===== config.mk =====
export PLATFORM = sky130hd
export DESIGN_NAME = goldbach_pair_counter_core
export DESIGN_NICKNAME = d
export VERILOG_FILES = /design/src/hw/rtl/gpc_pkg.sv /design/src/hw/rtl/goldbach_pair_counter_core.sv /design/src/hw/rtl/gpc_datapath.sv /design/src/hw/rtl/gpc_ctrl.sv
export VERILOG_INCLUDE_DIRS = /design/src /design/src/hw/rtl
export SDC_FILE = /design/constraint.sdc
export NUM_CORES = 1
export LEC_CHECK = 0
export BUFFER_PORTS_ARGS = -buffer_cell sky130_fd_sc_hd__buf_2
export CAP_MARGIN = 20
export CORE_MARGIN = 5
export CORE_UTILIZATION = 55
export CTS_CLUSTER_DIAMETER = 30
export DETAILED_ROUTE_END_ITERATION = 10
export PLACE_DENSITY = 0.72
export SYNTH_ARGS = -nofsm -noshare
export SYNTH_HDL_FRONTEND = slang
export SYNTH_SLANG_ARGS = --single-unit

===== constraint.sdc =====
create_clock -name clk_i -period 19.4 [get_ports clk_i]
set_clock_uncertainty 0.05 [all_clocks]
set_input_delay 3.88 -clock clk_i [delete_from_list [all_inputs] [get_ports clk_i]]
set_output_delay 3.88 -clock clk_i [all_outputs]
set_load 0.005 [all_outputs]

===== src/hw/rtl/goldbach_pair_counter_core_defines.svh =====
// Assertion macros for the goldbach pair counter core.
`ifndef GOLDBACH_PAIR_COUNTER_CORE_DEFINES_SVH
`define GOLDBACH_PAIR_COUNTER_CORE_DEFINES_SVH

// Check a property at every rising clock edge outside reset.
`define GPC_ASSERT(name, prop, msg) \
  name: assert property (@(posedge clk_i) disable iff (!rst_ni) (prop)) \
    else $error(msg);

// Check that a condition implies another one in the next cycle.
`define GPC_ASSERT_NEXT(name, ante, cons, msg) \
  name: assert property (@(posedge clk_i) disable iff (!rst_ni) (ante) |=> (cons)) \
    else $error(msg);

`endif


===== src/hw/rtl/gpc_pkg.sv =====
// Package with shared types and constants of the goldbach pair counter.
`timescale 1ns / 1ps
`default_nettype none
package gpc_pkg;

  localparam int ValueW     = 13;
  localparam int CountW     = 12;
  localparam int DivW       = 7;   // trial divisors stay below 128
  localparam int BitCntW    = 4;   // counts dividend bits 0..ValueW-1
  localparam int ValueLimit = 8192;
  localparam logic [CountW-1:0] CountMax = {CountW{1'b1}};

  typedef enum logic [2:0] {
    S_IDLE,
    S_SETUP,
    S_LOOP,
    S_CHECK,
    S_DIV,
    S_REM,
    S_FIN
  } state_e;

  typedef struct packed {
    logic load;       // capture value, i = 2, count = 0
    logic test_lo;    // start primality test of i
    logic test_hi;    // start primality test of value - i
    logic div_start;  // start n mod d
    logic div_step;   // one restoring division step
    logic d_inc;      // next trial divisor
    logic i_inc;      // next candidate
    logic count_inc;  // one more prime pair
    logic out_load;   // move count into the output register
  } cmd_t;

  typedef struct packed {
    logic in_range;
    logic i_gt_half;
    logic n_lt2;
    logic d_sq_gt_n;
    logic div_last;
    logic rem_zero;
    logic phase_hi;
    logic out_busy;
  } sts_t;

endpackage
`default_nettype wire


===== src/hw/rtl/goldbach_pair_counter_core.sv =====
// Top level of the goldbach pair counter: controller, datapath and checks.
// A value up to 2 goes straight to the result; else each candidate and, if it is prime, value - i are tested
// by trial division, each trial divisor taking a check, 13 serial division steps and a remainder step.
// Throughput: one item at a time; the next beat is taken once the count is in the output register.
// A finished count waits in the output register while the next item is already being worked on.
// Reset: asynchronous, active low; clears the state machine and output valid, drops any item.
`timescale 1ns / 1ps
`default_nettype none
`include "goldbach_pair_counter_core_defines.svh"
module goldbach_pair_counter_core #(
  parameter int ValueLimit = gpc_pkg::ValueLimit
) (
  input  logic                        clk_i,
  input  logic                        rst_ni,
  input  logic                        in_valid_i,
  output logic                        in_ready_o,
  input  logic [gpc_pkg::ValueW-1:0]  value_i,
  output logic                        out_valid_o,
  input  logic                        out_ready_i,
  output logic [gpc_pkg::CountW-1:0]  pair_count_o
);
  import gpc_pkg::*;

  // Command and status bundles between the sequencer and the datapath.
  cmd_t cmd;
  sts_t sts;

  // Sequencer: walks candidates i = 2..value/2, tests i and value - i by trial
  // division, and hands the final count to the output register.
  gpc_ctrl u_ctrl (
    .clk_i      (clk_i),
    .rst_ni     (rst_ni),
    .in_valid_i (in_valid_i),
    .in_ready_o (in_ready_o),
    .sts_i      (sts),
    .cmd_o      (cmd)
  );

  // Datapath: holds the value, candidate, divisor, serial remainder and count,
  // plus the output register that decouples the result beat from new work.
  gpc_datapath #(
    .ValueLimit (ValueLimit)
  ) u_dp (
    .clk_i        (clk_i),
    .rst_ni       (rst_ni),
    .cmd_i        (cmd),
    .sts_o        (sts),
    .value_i      (value_i),
    .out_ready_i  (out_ready_i),
    .out_valid_o  (out_valid_o),
    .pair_count_o (pair_count_o)
  );

  // After taking a beat the block is busy in the next cycle.
  `GPC_ASSERT_NEXT(a_busy_after_accept, in_valid_i && in_ready_o, !in_ready_o,
                   "input taken while previous item still in progress")

  // A count for 13-bit values never exceeds 2048.
  `GPC_ASSERT(a_count_range, !out_valid_o || (pair_count_o <= 12'd2048),
              "pair count out of range")

  // A new result shows up exactly when the sequencer returns to idle.
  `GPC_ASSERT(a_result_frees_input, !$rose(out_valid_o) || in_ready_o,
              "result loaded without releasing the input side")

endmodule
`default_nettype wire


===== src/hw/rtl/gpc_datapath.sv =====
// Datapath: candidate and divisor registers, serial divider, pair count, output register.
`timescale 1ns / 1ps
`default_nettype none
module gpc_datapath #(
  parameter int ValueLimit = gpc_pkg::ValueLimit
) (
  input  logic                         clk_i,
  input  logic                         rst_ni,
  input  gpc_pkg::cmd_t                cmd_i,
  output gpc_pkg::sts_t                sts_o,
  input  logic [gpc_pkg::ValueW-1:0]   value_i,
  input  logic                         out_ready_i,
  output logic                         out_valid_o,
  output logic [gpc_pkg::CountW-1:0]   pair_count_o
);
  import gpc_pkg::*;

  logic [ValueW-1:0]  value_q, i_q, n_q, sh_q;
  logic [ValueW-1:0]  i_d, n_d, sh_d, half;
  logic [DivW-1:0]    d_q, d_d, rem_q, rem_d;
  logic [DivW:0]      trial;
  logic [2*DivW-1:0]  d_sq;
  logic [BitCntW-1:0] bit_q, bit_d;
  logic [CountW-1:0]  count_q, count_d, out_q;
  logic               phase_q, phase_d, out_valid_q;

  assign half  = value_q >> 1;
  assign d_sq  = {{DivW{1'b0}}, d_q} * {{DivW{1'b0}}, d_q};
  assign trial = {rem_q, sh_q[ValueW-1]};

  always_comb begin
    i_d     = i_q;
    n_d     = n_q;
    d_d     = d_q;
    phase_d = phase_q;
    count_d = count_q;
    sh_d    = sh_q;
    rem_d   = rem_q;
    bit_d   = bit_q;
    if (cmd_i.load) begin
      i_d     = ValueW'(2);
      count_d = '0;
    end
    if (cmd_i.i_inc) begin
      i_d = i_q + ValueW'(1);
    end
    if (cmd_i.test_lo) begin
      n_d     = i_q;
      d_d     = DivW'(2);
      phase_d = 1'b0;
    end
    if (cmd_i.test_hi) begin
      n_d     = value_q - i_q;
      d_d     = DivW'(2);
      phase_d = 1'b1;
    end
    if (cmd_i.d_inc) begin
      d_d = d_q + DivW'(1);
    end
    if (cmd_i.count_inc && count_q != CountMax) begin
      count_d = count_q + CountW'(1);
    end
    if (cmd_i.div_start) begin
      sh_d  = n_q;
      rem_d = '0;
      bit_d = '0;
    end
    if (cmd_i.div_step) begin
      // restoring step: shift in next dividend bit, subtract if it fits
      if (trial >= {1'b0, d_q}) begin
        rem_d = DivW'(trial - {1'b0, d_q});
      end else begin
        rem_d = trial[DivW-1:0];
      end
      sh_d  = sh_q << 1;
      bit_d = bit_q + BitCntW'(1);
    end
  end

  always_ff @(posedge clk_i) begin
    if (cmd_i.load) begin
      value_q <= value_i;
    end
    i_q     <= i_d;
    n_q     <= n_d;
    d_q     <= d_d;
    phase_q <= phase_d;
    count_q <= count_d;
    sh_q    <= sh_d;
    rem_q   <= rem_d;
    bit_q   <= bit_d;
    if (cmd_i.out_load) begin
      out_q <= count_q;
    end
  end

  always_ff @(posedge clk_i or negedge rst_ni) begin
    if (!rst_ni) begin
      out_valid_q <= 1'b0;
    end else if (cmd_i.out_load) begin
      out_valid_q <= 1'b1;
    end else if (out_ready_i) begin
      out_valid_q <= 1'b0;
    end
  end

  assign sts_o.in_range  = (value_q > ValueW'(2)) && (32'(value_q) < ValueLimit);
  assign sts_o.i_gt_half = i_q > half;
  assign sts_o.n_lt2     = n_q < ValueW'(2);
  assign sts_o.d_sq_gt_n = d_sq > {1'b0, n_q};
  assign sts_o.div_last  = bit_q == BitCntW'(ValueW - 1);
  assign sts_o.rem_zero  = rem_q == '0;
  assign sts_o.phase_hi  = phase_q;
  assign sts_o.out_busy  = out_valid_q;

  assign out_valid_o  = out_valid_q;
  assign pair_count_o = out_q;

endmodule
`default_nettype wire


===== src/hw/rtl/gpc_ctrl.sv =====
// Controller state machine: sequences candidates, trial divisors and division steps.
`timescale 1ns / 1ps
`default_nettype none
module gpc_ctrl (
  input  logic          clk_i,
  input  logic          rst_ni,
  input  logic          in_valid_i,
  output logic          in_ready_o,
  input  gpc_pkg::sts_t sts_i,
  output gpc_pkg::cmd_t cmd_o
);
  import gpc_pkg::*;

  state_e state_q, state_d;
  logic   is_prime;

  assign is_prime = !sts_i.n_lt2 && sts_i.d_sq_gt_n;

  always_ff @(posedge clk_i or negedge rst_ni) begin
    if (!rst_ni) begin
      state_q <= S_IDLE;
    end else begin
      state_q <= state_d;
    end
  end

  // next state
  always_comb begin
    state_d = state_q;
    case (state_q)
      S_IDLE: begin
        if (in_valid_i) state_d = S_SETUP;
      end
      S_SETUP: begin
        state_d = sts_i.in_range ? S_LOOP : S_FIN;
      end
      S_LOOP: begin
        state_d = sts_i.i_gt_half ? S_FIN : S_CHECK;
      end
      S_CHECK: begin
        if (sts_i.n_lt2) begin
          state_d = S_LOOP;
        end else if (is_prime) begin
          state_d = sts_i.phase_hi ? S_LOOP : S_CHECK;
        end else begin
          state_d = S_DIV;
        end
      end
      S_DIV: begin
        if (sts_i.div_last) state_d = S_REM;
      end
      S_REM: begin
        state_d = sts_i.rem_zero ? S_LOOP : S_CHECK;
      end
      S_FIN: begin
        if (!sts_i.out_busy) state_d = S_IDLE;
      end
      default: state_d = S_IDLE;
    endcase
  end

  // commands
  always_comb begin
    cmd_o      = '0;
    in_ready_o = 1'b0;
    case (state_q)
      S_IDLE: begin
        in_ready_o  = 1'b1;
        cmd_o.load  = in_valid_i;
      end
      S_SETUP: ;
      S_LOOP: begin
        cmd_o.test_lo = !sts_i.i_gt_half;
      end
      S_CHECK: begin
        if (sts_i.n_lt2) begin
          cmd_o.i_inc = 1'b1;
        end else if (is_prime) begin
          if (sts_i.phase_hi) begin
            cmd_o.count_inc = 1'b1;
            cmd_o.i_inc     = 1'b1;
          end else begin
            cmd_o.test_hi = 1'b1;
          end
        end else begin
          cmd_o.div_start = 1'b1;
        end
      end
      S_DIV: begin
        cmd_o.div_step = 1'b1;
      end
      S_REM: begin
        cmd_o.i_inc = sts_i.rem_zero;
        cmd_o.d_inc = !sts_i.rem_zero;
      end
      S_FIN: begin
        cmd_o.out_load = !sts_i.out_busy;
      end
      default: ;
    endcase
  end

endmodule
`default_nettype wire

=== Word-level counts from Yosys, hierarchy flattened ===
Cells that the tools add are included.

* Add/sub/neg operators: 6
* Multipliers: 1
* $lt $le $gt $ge: 5
* Equality and inequality tests: 11
* Multiplexer cells: 45
* Reductions and logical operators: 15

{| class="wikitable"
|+ Operators with widths
! operator !! count
|-
| 13-bit two-way mux || 6
|-
| 7-bit two-way mux || 6
|-
| 12-bit two-way mux || 2
|-
| 3-bit two-way mux || 7
|-
| 3-bit one-hot mux with 7 select lines || 1
|-
| 1-bit two-way mux || 16
|-
| 14-bit by 13-bit > comparator with 1-bit output || 1
|-
| 7-bit by 7-bit multiplier with 14-bit output || 1
|-
| 13-bit by 1-bit adder with 13-bit output, second input constant || 1
|-
| 13-bit by 12-bit > comparator with 1-bit output || 1
|-
| 13-bit by 2-bit > comparator with 1-bit output, second input constant || 1
|-
| 13-bit by 2-bit < comparator with 1-bit output, second input constant || 1
|-
| 13-bit subtractor || 1
|-
| 12-bit by 1-bit adder with 12-bit output, second input constant || 1
|-
| 12-bit inequality test, second input constant || 1
|-
| 2-bit nonzero test || 5
|-
| 3-bit equality test, second input constant || 3
|-
| 8-bit by 7-bit greater-or-equal comparator with 1-bit output || 1
|-
| 2-bit two-way mux || 4
|-
| 4-bit two-way mux || 2
|-
| 7-bit by 1-bit adder with 7-bit output, second input constant || 1
|-
| 7-bit zero test || 1
|-
| 7-bit subtractor || 1
|-
| 3-bit by 2-bit equality test with 1-bit output, second input constant || 2
|-
| other kinds (10) || 16
|}

* Register bits after elaboration: 99
* Output and inout port bits: 14

=== Logic depth before layout (Yosys ltp) ===
* Depth after elaboration: 8
* Mapped depth: 27

=== Hierarchy ===
Synthesis repeated with hierarchy kept, for this count alone.

* Cell total of the unflattened synthesis: 709
* Area, all modules: 7236.9 um2

{| class="wikitable"
|+ By module, submodules not included
! module !! instances !! cells each !! area an instance (um2)
|-
| gpc_datapath || 1 || 669 || 6886.6
|-
| gpc_ctrl || 1 || 40 || 350.3
|}

=== Worst setup path after synthesis ===
Ideal clock, no wire load.

* Kind: register to register
* Start point: register u_dp.d_q[4]
* End point: register u_dp.count_q[0] (enable)
* Setup time: 398 ps
* Arrival: 6095 ps
* Required time: 18952 ps
* Setup slack: 12858 ps
* Stages on the path, launching flop included: 26
* Path buffers: 0
* Cell sequence: edfxtp_1 -> clkinv_1 -> nor2_1 -> ha_1 -> xor2_1 -> fa_1 -> inv_1 -> fa_1 -> inv_1 -> fa_1 -> inv_1 -> ha_1 -> and3_1 -> a21boi_2 -> nand2b_1 -> a21o_1 -> a21oi_1 -> xnor2_1 -> ha_1 -> nand4_1 -> nor2_1 -> and3_1 -> a21oi_1 -> nand4b_4 -> nand3_1 -> o21ai_0

* Word-level cells in the longest chain between the ends: 8

{| class="wikitable"
|+ RTL lines
! element !! RTL line !! text
|-
| start, declared || gpc_datapath.sv:20 || <nowiki>logic [DivW-1:0] d_q, d_d, rem_q, rem_d;</nowiki>
|-
| start signal, assigned || gpc_datapath.sv:86 || <nowiki>d_q <= d_d;</nowiki>
|-
| 7-bit by 7-bit multiplier with 14-bit output || gpc_datapath.sv:28 || <nowiki>assign d_sq = {{DivW{1'b0}}, d_q} * {{DivW{1'b0}}, d_q};</nowiki>
|-
| 14-bit by 13-bit > comparator with 1-bit output || gpc_datapath.sv:110 || <nowiki>assign sts_o.d_sq_gt_n = d_sq > {1'b0, n_q};</nowiki>
|-
| 1-bit logical AND || gpc_ctrl.sv:17 || <nowiki>assign is_prime = !sts_i.n_lt2 && sts_i.d_sq_gt_n;</nowiki>
|-
| 2-bit two-way mux || gpc_ctrl.sv:78 || <nowiki>end else if (is_prime) begin</nowiki>
|-
| 1-bit two-way mux || gpc_ctrl.sv:76 || <nowiki>if (sts_i.n_lt2) begin</nowiki>
|-
| 1-bit two-way mux || gpc_ctrl.sv:66 || <nowiki>case (state_q)</nowiki>
|-
| 1-bit logical AND || gpc_datapath.sv:60 || <nowiki>if (cmd_i.count_inc && count_q != CountMax) begin</nowiki>
|-
| 2-bit nonzero test (no source line) || - ||
|-
| end signal, assigned || gpc_datapath.sv:88 || <nowiki>count_q <= count_d;</nowiki>
|-
| end, declared || gpc_datapath.sv:24 || <nowiki>logic [CountW-1:0] count_q, count_d, out_q;</nowiki>
|}

Every way passes these cells.
A chain may end at the register's enable or synchronous reset.

=== Worst setup path after layout ===
* Start point: register u_dp.d_q[4]
* End point: register u_dp.rem_q[6] (enable)

* Word-level cells in the longest chain between the ends: 7

{| class="wikitable"
|+ RTL lines
! element !! RTL line !! text
|-
| 7-bit by 7-bit multiplier with 14-bit output || gpc_datapath.sv:28 ||
|-
| 14-bit by 13-bit > comparator with 1-bit output || gpc_datapath.sv:110 ||
|-
| 1-bit logical AND || gpc_ctrl.sv:17 ||
|-
| 1-bit two-way mux || gpc_ctrl.sv:78 ||
|-
| 2-bit two-way mux || gpc_ctrl.sv:76 ||
|-
| 2-bit two-way mux || gpc_ctrl.sv:66 ||
|-
| 2-bit nonzero test (no source line) || - ||
|-
| end signal, assigned || gpc_datapath.sv:90 || <nowiki>rem_q <= rem_d;</nowiki>
|-
| end, declared || gpc_datapath.sv:20 ||
|}

Every way passes these cells.

==> impl_metrics.env <==
export IMPL_rsz0062_at_grt="no"
export IMPL_cpMaxStageDelayCell="nand2b_1"
export IMPL_finalSetupViolCount=0
export IMPL_hpwl_um=11700
export IMPL_die_h_um=123
export IMPL_finalHoldViolations=0
export IMPL_tightest_slew_ns=1.03
export IMPL_fin_crit_sh=0.370
export IMPL_synth_edf_count=93
export IMPL_worstHoldPathType="register to register"
export IMPL_synth_area_leaders="edfxtp_1 (40%), ha_1 (13%), xnor2_1 (4.3%)"
export IMPL_synthFlopType="edfxtp_1"
export IMPL_hold_start="u_dp.sh_q[0]"
export IMPL_port_buffers=30
export IMPL_place_area_um2=7370
export IMPL_reg2reg_depth=25
export IMPL_fin_area_um2=7670
export IMPL_cts_buffer_depth=2
export IMPL_pin_count=31
export IMPL_cts_made_buffers=9
export IMPL_cts_htree_levels=3
export IMPL_ctsResizeCount=0
export IMPL_gp_congestion=0.867
export IMPL_worst_setup_path_type="register to register"
export IMPL_cp_required_ns=19.33
export IMPL_yosys_area_top_type_share=0.396
export IMPL_drc_errors=0
export IMPL_initial_core_util=0.559
export IMPL_worst_hold_path_num_cells=2
export IMPL_avgRoutedWirePerCell_um=16.9
export IMPL_core_um2=12600
export IMPL_r2r_end="u_dp.rem_q[6]"
export IMPL_cts_hold_buffers=0
export IMPL_yosysWarnings=0
export IMPL_grt_max_degree=24
export IMPL_finalCriticalPeriod_ns=7.18
export IMPL_clock_root_buffer="clkbuf_16"
export IMPL_drv_cap=0
export IMPL_cts_tree="done"
export IMPL_syn_instance_count=676
export IMPL_diodes=0
export IMPL_clk_pin_slew_worst_paths_ns=0.07
export IMPL_final_setup_tns_ns=0
export IMPL_cts_num_sinks=99
export IMPL_grt_pass1_wl_um=24700
export IMPL_grt_total_usage=0.211
export IMPL_vias=5015
export IMPL_overflow=0
export IMPL_critical_path_arrival_ns=7.11
export IMPL_drv_slew=0
export IMPL_antenna_found_initial=0
export IMPL_wl_um=14900
export IMPL_status="completed"
export IMPL_fmax_mhz=139
export IMPL_syn2layout_area_growth_pct=8.84
export IMPL_synth_cell_types=68
export IMPL_dieArea_um2=15200
export IMPL_die_w_um=123
export IMPL_clk_latency_ns=0.35
export IMPL_dpl_cell_count=869
export IMPL_async_flop_share=0.0404
export IMPL_nNetsFinal=815
export IMPL_antenna_left=0
export IMPL_min_to="u_dp.sh_q[0]"
export IMPL_drive_above_1_share=0.0924
export IMPL_grt_pass1_vias=5098
export IMPL_timing_rr_start="u_dp.d_q[4]"
export IMPL_viasPerCell=5.66
export IMPL_crit_path_max_fanout=23
export IMPL_rows=41
export IMPL_path_buf_inv=4
export IMPL_post_cts_buffers=0
export IMPL_stdcell_count=886
export IMPL_syn_area_um2=7050
export IMPL_crit_path_end_kind="register"
export IMPL_max_stage_delay_ns=0.86
export IMPL_drtPass1Iterations=5
export IMPL_path_delay_family="adder cells"
export IMPL_ys_ff_latch=99
export IMPL_drt_iter0_markers=284
export IMPL_yosysTopAreaCell="edfxtp_1"
export IMPL_syn_mean_instance_area_um2=10.4
export IMPL_n_fill_cell=1072
export IMPL_ys_seq_area_frac=0.416
export IMPL_critPathLaunch="u_dp.d_q[4]"
export IMPL_relSlewSlack=0.310
export IMPL_r2r_setup_slack_ns=12.22
export IMPL_startpoint_type="register"
export IMPL_synth_fp_nets=782
[flip-flops by register name, summed over array words and instances (netlist names)]
| name | count |
|---|---|
| u_dp.i_q | 13 |
| u_dp.n_q | 13 |
| u_dp.sh_q | 13 |
| u_dp.value_q | 13 |
| u_dp.count_q | 12 |
| u_dp.pair_count_o | 12 |
| u_dp.d_q | 7 |
| u_dp.rem_q | 7 |
| u_dp.bit_q | 4 |
| u_ctrl.state_q | 3 |
| u_dp.out_valid_o | 1 |
| u_dp.phase_q | 1 |
[layout make-up]
| cell class | instances | area, µm² | share of cell area |
|---|---|---|---|
| multi-input cells | 495 | 3790 | 0.494 |
| flip-flops and latches | 99 | 2930 | 0.382 |
| inverters | 71 | 267 | 0.0347 |
| clock buffers | 11 | 253 | 0.0329 |
| well taps | 172 | 215 | 0.0280 |
| repair buffers | 33 | 170 | 0.0222 |
| clock inverters | 5 | 42.5 | 0.00554 |
[metrics by stage]
step                      utilization  setup WS (ns)  hold WS, ns
final                           0.608          12.22        0.413
after global routing            0.608          11.65        0.427
after CTS                       0.608          12.19        0.417
after detailed placement        0.584          12.25        0.407
after global placement          0.584          12.39        0.395
after floorplan                     -          12.86        0.384
[cells in the final DEF (no fill, tap or decap), types with 3 or more instances in the layout]
cell type,instances
and3_1,9
a211oi_1,4
clkinv_1,4
a21o_1,11
nand2_1,38
nor2_1,71
a31oi_1,6
nor4_1,10
dfrtp_1,4
a22o_1,12
nand2b_1,13
o31a_1,3
nor2b_1,10
fa_1,14
inv_1,67
xor2_1,17
ha_1,75
clkbuf_16,9
clkinvlp_4,3
nand4_1,7
nor3_1,30
edfxtp_1,93
buf_2,31
o21a_1,8
nand3_1,21
o21ai_1,3
xnor2_1,35
o21ai_0,16
mux2i_1,12
a21oi_1,20
o211ai_1,3
or2_2,3
or3_1,3
[worst max path at each step]
stage                            to  slack, ns  depth (start not counted)
finish                u_dp.rem_q[6]      12.22                         25
global route          u_dp.rem_q[2]      11.65                         26
CTS                   u_dp.rem_q[2]      12.19                         25
detailed placement    u_dp.rem_q[6]      12.25                         25
global placement      u_dp.rem_q[0]      12.39                         25
floorplan           u_dp.count_q[0]      12.86                         25
[per-layer routing]
metal	global-route usage	share of wire	wire length [µm]	vias to the layer above
li1	-	-	-	2495
met1	0.262	0.43	6470	2411
met2	0.367	0.51	7690	84
met3	0.0316	0.026	385	25
met4	0.0879	0.027	400	0
met5	0	0	0	-
[cells in the mapped netlist (5+ instances only)]
cell,number
edfxtp_1,93
ha_1,75
nor2_1,71
inv_1,67
nand2_1,38
xnor2_1,35
nor3_1,30
nand3_1,21
a21oi_1,20
xor2_1,17
o21ai_0,16
fa_1,14
nand2b_1,13
a22o_1,12
mux2i_1,12
a21o_1,11
nor2b_1,10
nor4_1,10
and3_1,9
o21a_1,8
nand4_1,7
a31oi_1,6
clkbuf_1,5
[cells by family after synthesis]
group / after synthesis / share of synthesized area
AO/OA/AOI/OAI: 108 / 0.113
multiplexers: 15 / 0.0218
flip-flops: 99 / 0.416
XOR/XNOR: 52 / 0.0646
adder cells (fa/ha/maj): 89 / 0.173
AND/OR/NAND/NOR: 231 / 0.165
buffers and inverters: 82 / 0.0468
[worst register-to-register path, delay by kind of cell (launching register included)]
family	cells	cell delay [ns]
adders and majority gates	6	2.42
and+or+nand+nor	8	2.13
AOI/OAI and AO/OA	5	1.01
buffers and inverters	4	0.48
DFF	1	0.43
xor gates and xnor gates	2	0.28
Power is left out: the tool's default activity adds up to more than one toggle a clock period on the data nets, which glitch-free logic cannot reach.
